`config.mk`:
```
export PLATFORM = sky130hd
export DESIGN_NAME = byte_stuffing_deframer_flat
export DESIGN_NICKNAME = d
export VERILOG_FILES = /design/src/sv/bsd_pkg.sv /design/src/sv/bsd_if.sv /design/src/sv/byte_stuffing_deframer.sv /design/src/sv/bsd_cfg_regs.sv /design/src/sv/bsd_unstuff.sv /design/src/sv/bsd_out_reg.sv /design/src/flat_wrapper.sv
export SDC_FILE = /design/constraint.sdc
export NUM_CORES = 1
export LEC_CHECK = 0
export BUFFER_PORTS_ARGS = -buffer_cell sky130_fd_sc_hd__buf_2
export CAP_MARGIN = 20
export CORE_MARGIN = 3
export CORE_UTILIZATION = 54
export CTS_CLUSTER_SIZE = 10
export DETAILED_ROUTE_END_ITERATION = 10
export GPL_TIMING_DRIVEN = 0
export PLACE_DENSITY = 0.75
export SYNTH_ARGS = -nofsm -noshare
export SYNTH_HDL_FRONTEND = slang
export SYNTH_HIERARCHICAL = 1
export SYNTH_SLANG_ARGS = --single-unit
```
`constraint.sdc`:
```
create_clock -name clk -period 4.14 [get_ports clk]
set_clock_uncertainty 0.2 [all_clocks]
set_input_delay 0.621 -clock clk [delete_from_list [all_inputs] [get_ports clk]]
set_output_delay 0.621 -clock clk [all_outputs]
set_load 0.05 [all_outputs]
```
`src/sv/bsd_pkg.sv`:
```
`timescale 1ns / 1ps
// ----------------------------------------------------------------------------
// bsd_pkg
// Shared constants, register codes and types of the byte unstuffing deframer.
// ----------------------------------------------------------------------------
package bsd_pkg;

  localparam int INDEX_BITS = 12;
  localparam int BYTE_W     = 8;
  localparam int KIND_W     = 3;
  localparam int POS_W      = 12;
  localparam int LEN_W      = 13;
  localparam int CFG_IDX_W  = 3;
  localparam int CFG_DATA_W = 13;
  // wide enough for the length register and for a count of 2^INDEX_BITS
  localparam int CMP_W      = (LEN_W > INDEX_BITS + 1) ? LEN_W : INDEX_BITS + 1;

  // result kinds
  localparam logic [KIND_W-1:0] KIND_START    = 3'd0;
  localparam logic [KIND_W-1:0] KIND_DATA     = 3'd1;
  localparam logic [KIND_W-1:0] KIND_END      = 3'd2;
  localparam logic [KIND_W-1:0] KIND_BADESC   = 3'd3;
  localparam logic [KIND_W-1:0] KIND_OVERFLOW = 3'd4;

  // register indexes
  localparam logic [CFG_IDX_W-1:0] REG_HEAD     = 3'd0;
  localparam logic [CFG_IDX_W-1:0] REG_TAIL     = 3'd1;
  localparam logic [CFG_IDX_W-1:0] REG_ESC      = 3'd2;
  localparam logic [CFG_IDX_W-1:0] REG_ESC_HEAD = 3'd3;
  localparam logic [CFG_IDX_W-1:0] REG_ESC_TAIL = 3'd4;
  localparam logic [CFG_IDX_W-1:0] REG_ESC_ESC  = 3'd5;
  localparam logic [CFG_IDX_W-1:0] REG_MAX_LEN  = 3'd6;
  localparam logic [CFG_IDX_W-1:0] REG_RESYNC   = 3'd7;

  // register reset values
  localparam logic [BYTE_W-1:0] RST_HEAD     = 8'h7E;
  localparam logic [BYTE_W-1:0] RST_TAIL     = 8'hFF;
  localparam logic [BYTE_W-1:0] RST_ESC      = 8'h8C;
  localparam logic [BYTE_W-1:0] RST_ESC_HEAD = 8'h81;
  localparam logic [BYTE_W-1:0] RST_ESC_TAIL = 8'h00;
  localparam logic [BYTE_W-1:0] RST_ESC_ESC  = 8'h73;
  localparam logic [LEN_W-1:0]  RST_MAX_LEN  = 13'd256;
  localparam logic              RST_RESYNC   = 1'b1;

  typedef struct packed {
    logic [BYTE_W-1:0] head;
    logic [BYTE_W-1:0] tail;
    logic [BYTE_W-1:0] esc;
    logic [BYTE_W-1:0] esc_head;
    logic [BYTE_W-1:0] esc_tail;
    logic [BYTE_W-1:0] esc_esc;
    logic [LEN_W-1:0]  max_len;
    logic              resync;
  } cfg_t;

  typedef struct packed {
    logic              valid;
    logic [KIND_W-1:0] kind;
    logic [BYTE_W-1:0] data;
    logic [POS_W-1:0]  position;
  } res_t;

endpackage

```
`src/sv/bsd_if.sv`:
```
`timescale 1ns / 1ps
// ----------------------------------------------------------------------------
// bsd_if
// Valid/ready channels for raw link bytes and for deframed results.
// ----------------------------------------------------------------------------
interface bsd_in_if;
  import bsd_pkg::*;

  logic              valid;
  logic              ready;
  logic [BYTE_W-1:0] in_byte;

  modport source (output valid, output in_byte, input ready);
  modport sink   (input valid, input in_byte, output ready);
endinterface

interface bsd_out_if;
  import bsd_pkg::*;

  logic              valid;
  logic              ready;
  logic [KIND_W-1:0] kind;
  logic [BYTE_W-1:0] out_byte;
  logic [POS_W-1:0]  position;

  modport source (output valid, output kind, output out_byte, output position,
                  input ready);
  modport sink   (input valid, input kind, input out_byte, input position,
                  output ready);
endinterface

```
`src/sv/byte_stuffing_deframer.sv`:
```
`timescale 1ns / 1ps
// ----------------------------------------------------------------------------
// byte_stuffing_deframer
// Recovers byte-stuffed frames between head and tail delimiters.
// ----------------------------------------------------------------------------
// Takes one raw link byte per cycle while the output is free or being taken
// and gives at most one result per byte: frame start, data byte, frame end,
// bad escape abort or overflow abort, each with the decoded byte and its
// position in the frame. A byte is held in the input register and its result
// is loaded into the result register when that is free or being taken; the
// decode of frame state, escape and length limit is combinational between.
// Escape bytes themselves and bytes other than the head seen while hunting
// give no result.
// Configuration registers may only be written while no byte is in flight.
module byte_stuffing_deframer (
  input  logic                           clk,
  input  logic                           rst_n,
  input  logic                           cfg_wr_en,
  input  logic [bsd_pkg::CFG_IDX_W-1:0]  cfg_index,
  input  logic [bsd_pkg::CFG_DATA_W-1:0] cfg_wdata,
  bsd_in_if.sink                         in_chan,
  bsd_out_if.source                      out_chan
);
  import bsd_pkg::*;

  cfg_t cfg;
  res_t res;
  logic out_can;

  bsd_cfg_regs u_cfg (
    .clk       (clk),
    .rst_n     (rst_n),
    .cfg_wr_en (cfg_wr_en),
    .cfg_index (cfg_index),
    .cfg_wdata (cfg_wdata),
    .cfg       (cfg)
  );

  bsd_unstuff u_unstuff (
    .clk     (clk),
    .rst_n   (rst_n),
    .cfg     (cfg),
    .in_chan (in_chan),
    .out_can (out_can),
    .res     (res)
  );

  bsd_out_reg u_out (
    .clk      (clk),
    .rst_n    (rst_n),
    .res      (res),
    .out_can  (out_can),
    .out_chan (out_chan)
  );

endmodule

```
`src/sv/bsd_cfg_regs.sv`:
```
`timescale 1ns / 1ps
// ----------------------------------------------------------------------------
// bsd_cfg_regs
// Configuration register file: delimiters, escape codes, length limit.
// ----------------------------------------------------------------------------
module bsd_cfg_regs (
  input  logic                           clk,
  input  logic                           rst_n,
  input  logic                           cfg_wr_en,
  input  logic [bsd_pkg::CFG_IDX_W-1:0]  cfg_index,
  input  logic [bsd_pkg::CFG_DATA_W-1:0] cfg_wdata,
  output bsd_pkg::cfg_t                  cfg
);
  import bsd_pkg::*;

  cfg_t cfg_r;
  cfg_t cfg_nxt;

  always_comb begin
    cfg_nxt = cfg_r;
    if (cfg_wr_en) begin
      unique case (cfg_index)
        REG_HEAD:     cfg_nxt.head     = cfg_wdata[BYTE_W-1:0];
        REG_TAIL:     cfg_nxt.tail     = cfg_wdata[BYTE_W-1:0];
        REG_ESC:      cfg_nxt.esc      = cfg_wdata[BYTE_W-1:0];
        REG_ESC_HEAD: cfg_nxt.esc_head = cfg_wdata[BYTE_W-1:0];
        REG_ESC_TAIL: cfg_nxt.esc_tail = cfg_wdata[BYTE_W-1:0];
        REG_ESC_ESC:  cfg_nxt.esc_esc  = cfg_wdata[BYTE_W-1:0];
        REG_MAX_LEN:  cfg_nxt.max_len  = cfg_wdata[LEN_W-1:0];
        REG_RESYNC:   cfg_nxt.resync   = cfg_wdata[0];
        default:      cfg_nxt = cfg_r;
      endcase
    end
  end

  always_ff @(posedge clk) begin
    if (!rst_n) begin
      cfg_r.head     <= RST_HEAD;
      cfg_r.tail     <= RST_TAIL;
      cfg_r.esc      <= RST_ESC;
      cfg_r.esc_head <= RST_ESC_HEAD;
      cfg_r.esc_tail <= RST_ESC_TAIL;
      cfg_r.esc_esc  <= RST_ESC_ESC;
      cfg_r.max_len  <= RST_MAX_LEN;
      cfg_r.resync   <= RST_RESYNC;
    end else begin
      cfg_r <= cfg_nxt;
    end
  end

  assign cfg = cfg_r;

endmodule

```
`src/sv/bsd_unstuff.sv`:
```
`timescale 1ns / 1ps
// ----------------------------------------------------------------------------
// bsd_unstuff
// Input register, frame state and combinational unstuffing decode.
// ----------------------------------------------------------------------------
module bsd_unstuff (
  input  logic          clk,
  input  logic          rst_n,
  input  bsd_pkg::cfg_t cfg,
  bsd_in_if.sink        in_chan,
  input  logic          out_can,
  output bsd_pkg::res_t res
);
  import bsd_pkg::*;

  localparam logic [1:0] MODE_HUNT  = 2'd0;
  localparam logic [1:0] MODE_FRAME = 2'd1;
  localparam logic [1:0] MODE_ESC   = 2'd2;

  logic                  s1_v_r;
  logic [BYTE_W-1:0]     s1_byte_r;
  logic [1:0]            mode_r;
  logic [1:0]            mode_nxt;
  logic [INDEX_BITS-1:0] idx_r;
  logic [INDEX_BITS-1:0] idx_nxt;

  logic                  adv;
  logic                  hunting;
  logic                  hit;
  logic [KIND_W-1:0]     kind;
  logic [BYTE_W-1:0]     data;
  logic [INDEX_BITS-1:0] pos;
  logic                  do_store;
  logic [CMP_W-1:0]      cap;
  logic [CMP_W-1:0]      lim;
  logic [CMP_W-1:0]      cnt;

  assign in_chan.ready = !s1_v_r || out_can;
  assign adv           = s1_v_r && out_can;
  assign hunting       = (mode_r != MODE_FRAME) && (mode_r != MODE_ESC);

  assign cap = CMP_W'(1) << INDEX_BITS;
  assign lim = (CMP_W'(cfg.max_len) > cap) ? cap : CMP_W'(cfg.max_len);

  always_comb begin
    hit      = 1'b0;
    do_store = 1'b0;
    kind     = KIND_DATA;
    data     = s1_byte_r;
    pos      = idx_r;
    mode_nxt = mode_r;
    idx_nxt  = idx_r;
    cnt      = CMP_W'(pos) + CMP_W'(1);

    priority if (s1_byte_r == cfg.head && (hunting || cfg.resync)) begin
      do_store = 1'b1;
      kind     = KIND_START;
      pos      = '0;
    end else if (hunting) begin
      mode_nxt = MODE_HUNT;
    end else if (mode_r == MODE_FRAME) begin
      priority if (s1_byte_r == cfg.esc) begin
        mode_nxt = MODE_ESC;
      end else if (s1_byte_r == cfg.tail) begin
        hit      = 1'b1;
        kind     = KIND_END;
        mode_nxt = MODE_HUNT;
        idx_nxt  = '0;
      end else begin
        do_store = 1'b1;
      end
    end else begin
      priority if (s1_byte_r == cfg.esc_head) begin
        do_store = 1'b1;
        data     = cfg.head;
      end else if (s1_byte_r == cfg.esc_tail) begin
        do_store = 1'b1;
        data     = cfg.tail;
      end else if (s1_byte_r == cfg.esc_esc) begin
        do_store = 1'b1;
        data     = cfg.esc;
      end else begin
        hit      = 1'b1;
        kind     = KIND_BADESC;
        data     = '0;
        mode_nxt = MODE_HUNT;
        idx_nxt  = '0;
      end
    end

    if (do_store) begin
      hit = 1'b1;
      cnt = CMP_W'(pos) + CMP_W'(1);
      // the stored count reaching the limit drops the frame
      if (cnt >= lim) begin
        kind     = KIND_OVERFLOW;
        mode_nxt = MODE_HUNT;
        idx_nxt  = '0;
      end else begin
        mode_nxt = MODE_FRAME;
        idx_nxt  = cnt[INDEX_BITS-1:0];
      end
    end
  end

  always_ff @(posedge clk) begin
    if (!rst_n) begin
      s1_v_r <= 1'b0;
      mode_r <= MODE_HUNT;
      idx_r  <= '0;
    end else begin
      if (in_chan.valid && in_chan.ready) begin
        s1_v_r <= 1'b1;
      end else if (adv) begin
        s1_v_r <= 1'b0;
      end
      if (adv) begin
        mode_r <= mode_nxt;
        idx_r  <= idx_nxt;
      end
    end
  end

  always_ff @(posedge clk) begin
    if (in_chan.valid && in_chan.ready) begin
      s1_byte_r <= in_chan.in_byte;
    end
  end

  assign res.valid    = adv && hit;
  assign res.kind     = kind;
  assign res.data     = data;
  assign res.position = POS_W'(pos);

endmodule

```
`src/sv/bsd_out_reg.sv`:
```
`timescale 1ns / 1ps
// ----------------------------------------------------------------------------
// bsd_out_reg
// Result register driving the output channel.
// ----------------------------------------------------------------------------
module bsd_out_reg (
  input  logic          clk,
  input  logic          rst_n,
  input  bsd_pkg::res_t res,
  output logic          out_can,
  bsd_out_if.source     out_chan
);
  import bsd_pkg::*;

  logic              out_v_r;
  logic [KIND_W-1:0] kind_r;
  logic [BYTE_W-1:0] byte_r;
  logic [POS_W-1:0]  pos_r;

  // free, or emptied by a transfer in this cycle
  assign out_can = !out_v_r || out_chan.ready;

  always_ff @(posedge clk) begin
    if (!rst_n) begin
      out_v_r <= 1'b0;
    end else if (out_can) begin
      out_v_r <= res.valid;
    end
  end

  always_ff @(posedge clk) begin
    if (out_can && res.valid) begin
      kind_r <= res.kind;
      byte_r <= res.data;
      pos_r  <= res.position;
    end
  end

  assign out_chan.valid    = out_v_r;
  assign out_chan.kind     = kind_r;
  assign out_chan.out_byte = byte_r;
  assign out_chan.position = pos_r;

endmodule

```
`src/flat_wrapper.sv`:
```
// flat-port wrapper written by rule: the top's interface ports become plain ports
module byte_stuffing_deframer_flat import bsd_pkg::*;
  (clk, rst_n, cfg_wr_en, cfg_index, cfg_wdata, in_chan_valid, in_chan_in_byte, in_chan_ready, out_chan_valid, out_chan_kind, out_chan_out_byte, out_chan_position, out_chan_ready);
  bsd_in_if in_chan_i ();
  bsd_out_if out_chan_i ();
  input  logic clk;
  input  logic rst_n;
  input  logic cfg_wr_en;
  input  logic [bsd_pkg::CFG_IDX_W-1:0] cfg_index;
  input  logic [bsd_pkg::CFG_DATA_W-1:0] cfg_wdata;
  input wire logic [$bits(in_chan_i.valid)-1:0] in_chan_valid;
  input wire logic [$bits(in_chan_i.in_byte)-1:0] in_chan_in_byte;
  output wire logic [$bits(in_chan_i.ready)-1:0] in_chan_ready;
  output wire logic [$bits(out_chan_i.valid)-1:0] out_chan_valid;
  output wire logic [$bits(out_chan_i.kind)-1:0] out_chan_kind;
  output wire logic [$bits(out_chan_i.out_byte)-1:0] out_chan_out_byte;
  output wire logic [$bits(out_chan_i.position)-1:0] out_chan_position;
  input wire logic [$bits(out_chan_i.ready)-1:0] out_chan_ready;
  assign in_chan_i.valid = in_chan_valid;
  assign in_chan_i.in_byte = in_chan_in_byte;
  assign in_chan_ready = in_chan_i.ready;
  assign out_chan_valid = out_chan_i.valid;
  assign out_chan_kind = out_chan_i.kind;
  assign out_chan_out_byte = out_chan_i.out_byte;
  assign out_chan_position = out_chan_i.position;
  assign out_chan_i.ready = out_chan_ready;
  byte_stuffing_deframer u_core (.clk(clk), .rst_n(rst_n), .cfg_wr_en(cfg_wr_en), .cfg_index(cfg_index), .cfg_wdata(cfg_wdata), .in_chan(in_chan_i), .out_chan(out_chan_i));
endmodule
```
==> results.md <==
- EDFF count, synth: 31
- CTS tree: yes
- RR Startpoint: u_core/u_unstuff/s1_byte_r[4]
- VDD IR-drop max: 204 uV
- Switching Share: 24.8%
- Leak: 2.82 nW
- Storage cell area: 0.00249 sq mm
- Startpoint types: flop
- Area post-placement: 0.00621 sq mm
- Sequential area share after synthesis: 43.0%
- Number of global-route vias before repair: 4200
- Die ar.: 0.0120 sq mm
- Max-slew headroom: 63.2%
- Hold slack final: 0.200 ns
- Post-route ant nets: 0
- Mean Syn Cell Area: 10.3 sq um
- Iter 0 DRT Violations: 223
- Placed insts: 749
- Top-Level Pins: 54
- Comb pwr share: 11.5%
- Global-route wire length before repair: 21100 um
- DP HPWL: 9900 um
- Dominant cells by area after synthesis: dfxtp_1, edfxtp_1, mux2i_1, nor2b_1, xnor2_1
- Avg WL per Cell: 17.6 um
- HP Class: in -> reg
- Synthesis warning total: 6
- Total number of vias: 4361
- Metal2 WL: 6530 um
- Area of the multi-input gates: 0.00322 sq mm
- Ys async rst share: 0%
- Synthesized cell area: 0.00579 sq mm
- Die Ht: 110 um
- Period utilisation layout: 97.4%
- Root Driver: clkbuf_8
- Fin nets: 690
- Rows: 37
- Area of the core: 0.0104 sq mm
- First-pass DRT Iterations: 5
- Finished Cell Area: 0.00679 sq mm
- Max-cap violations: 0
- Met3 WL: 935 um
- Pin count of the biggest net entering global routing: 24
- Syn Nets: 608
- GRT Residual Overflow: 0
- Reg power frac: 56.8%
- Antenna diodes: 0
- P_sw: 493 uW
- Clock power share: 31.7%
- Layout cells sized above 1: 24.9%
- Met1 WL: 6110 um
- Highest metal used: met4
- Initial antenna violation count: 0
- FILL cells: 814
- Via-to-Cell Ratio: 5.54
- Crit-path max FO: 5
- Die X: 110 um
- Clk buf depth: 2
- Final Util: 65.5%
- Worst r2r dst: u_core/u_unstuff/idx_r[8]
- Final Wtd Congestion: 0.910
- Synthesized instance count: 564
- Final setup violation count: 0
- Post-synth cell types: 64
- CP arrival: 4.16 ns
- Synth-to-Final Area Change: 17.3%
- TritonCTS Buffers: 9
- Post-layout minimum cycle time: 4.03 ns
- CP Data Required Time: 4.27 ns
- Hold-fix buffers, CTS: 0
- Post-synth top area cell: dfxtp_1
- H-tree levels: 3
- Internal power: 1.50 mW
- Synthesized flop and latch total: 109
- DRC errors left: 0
- Worst R2R Path Depth: 19
- Power density over cell area: 293 mW/mm^2
- Final Slew Violations: 0
- Final hold vios: 0
- Crit Path Category: reg -> reg
- CP Capture Type: flop
- Clk Latency, worst-skew pair: 0.39 ns
- Non-Filler Instances: 787
- Total global-route track usage: 23.3%
- Initial Utilization: 55.9%
- Total Wirelength: 13800 um
- Worst-path clk slew: 0.10 ns
- R2r setup slk: 0.11 ns
- Worst hold endpoint: u_core/u_unstuff/s1_byte_r[6]
- F_max: 248 MHz
- Hold Startpoint: in_chan_in_byte[6]
- Run status: finished clean
- Top FF cell, synth: dfxtp_1
- Worst Tran Pin Value: 0.550 ns
- Synth top area share: 26.9%
- CTS Sinks: 109
- Hold depth: 1
- I/O Buffers: 49
==> final cells by class <==
class / instances / area share, %
Buffer: 39 / 4.13
Multi-Input combinational cell: 410 / 47.3
Timing Repair Buffer: 72 / 6.21
Sequential cell: 109 / 36.7
Inverter: 5 / 0.276
Tap cell: 136 / 2.50
Clock buffer: 10 / 1.88
Clock inverter: 6 / 0.939
==> power groups by stage <==
| stage | registers [mW] | clock network, mW | logic (mW) |
|---|---|---|---|
| after floorplan | 1.15 | 0 | 0.146 |
| after global placement | 1.15 | 0 | 0.197 |
| after detailed placement | 1.15 | 0 | 0.202 |
| after CTS | 1.13 | 0.642 | 0.207 |
| after global routing | 1.13 | 0.684 | 0.243 |
| final | 1.13 | 0.631 | 0.228 |
==> metal layers <==
layer / track usage, % / vias to the layer above
met5: 0 / -
li1: - / 2135
met3: 5.46 / 20
met4: 8.37 / 0
met2: 38.4 / 124
met1: 29.9 / 2082
==> flip-flops by register name, indices dropped and copies added (netlist names) <==
signal,count
u_core/u_cfg/cfg,62
u_core/u_out/out_chan.kind,3
u_core/u_out/out_chan.out_byte,8
u_core/u_out/out_chan.position,12
u_core/u_out/out_chan.valid,1
u_core/u_unstuff/idx_r,12
u_core/u_unstuff/mode_r,2
u_core/u_unstuff/s1_byte_r,8
u_core/u_unstuff/s1_v_r,1
==> critical path, cell delays in order, from the launching register on <==
cell and delay [ns]:
edfxtp_1 0.39, buf_6 0.13, xnor2_1 0.18, nand3_2 0.13, nor3_4 0.22, buf_6 0.15
and2b_2 0.25, ha_4 0.17, and3_4 0.19, nand3_4 0.11, nor3_2 0.05, xnor2_1 0.12
nor2_1 0.17, ha_1 0.28, o211a_1 0.27, a221oi_2 0.24, nand4_1 0.18, a21oi_2 0.25
buf_6 0.16, a31o_1 0.14
==> worst max path at each step <==
stage / from / end / slack [ns]
after floorplan: u_core/u_unstuff/mode_r[1] / u_core/u_unstuff/idx_r[8] / 0.04
after global placement: u_core/u_unstuff/mode_r[1] / u_core/u_unstuff/idx_r[8] / -0.59
after detailed placement: u_core/u_unstuff/s1_byte_r[1] / u_core/u_unstuff/idx_r[5] / -0.72
after CTS: u_core/u_unstuff/s1_byte_r[5] / u_core/u_unstuff/idx_r[5] / 0.01
after global routing: u_core/u_unstuff/s1_byte_r[4] / u_core/u_unstuff/idx_r[8] / -0.08
final: u_core/u_unstuff/s1_byte_r[4] / u_core/u_unstuff/idx_r[8] / 0.11
==> logic make-up (layout without fill, tap and decap cells) <==
| logic type | after synthesis | after routing | synth area share (%) |
|---|---|---|---|
| AND/OR/NAND/NOR | 217 | 217 | 20.7 |
| flip-flops | 109 | 109 | 43.0 |
| buffers and inverters | 45 | 132 | 4.92 |
| multiplexers | 68 | 68 | 11.7 |
| XOR/XNOR | 57 | 57 | 8.75 |
| AO/OA/AOI/OAI | 53 | 53 | 7.62 |
| adder cells (fa/ha/maj) | 15 | 15 | 3.24 |
==> cells in the final DEF (no fill, tap or decap), drive strengths merged, types with 3 or more instances in the layout <==
cell type and count:
nor3 7, nor4 5, nand4b 3, xnor2 35
o21ai 8, buf 99, and2 4, edfxtp 31
or3 3, nand4 12, nor2 18, clkbuf 22
a31o 12, inv 5, nand3 5, a22o 5
xor2 22, nand2b 3, nor2b 51, clkinvlp 4
nand2 81, a32o 3, a21oi 6, mux2i 68
dfxtp 78, ha 15, and3 15
==> what timing repair did <==
item                       in CTS  in global routing
gates resized for setup        24                 22
pin swaps                      11                 18
hold endpoints to repair        0                  0
setup buffers                   8                 14
cloned                          1                  0
setup endpoints to repair      15                 15
==> metrics by stage <==
| stage | total power, mW | TNS, ns | setup slack (ns) |
|---|---|---|---|
| finish | 1.99 | 0 | 0.109 |
| global route | 2.06 | -0.646 | -0.0751 |
| CTS | 1.98 | 0 | 0.0150 |
| detailed placement | 1.35 | -9.57 | -0.724 |
| global placement | 1.35 | -7.64 | -0.587 |
| floorplan | 1.29 | 0 | 0.0424 |
==> synth_stat cells, drive strengths merged, types with 3 or more instances <==
cell type   n
a21oi       6
a22o        5
a31o       12
a32o        3
and2        4
and3       15
buf        27
clkbuf     13
dfxtp      78
edfxtp     31
ha         15
inv         5
mux2i      68
nand2      81
nand2b      3
nand3       5
nand4      12
nand4b      3
nor2       18
nor2b      51
nor3        7
nor4        5
o21ai       8
or3         3
xnor2      35
xor2       22
Note: power is estimated with default switching activity, not from simulation.
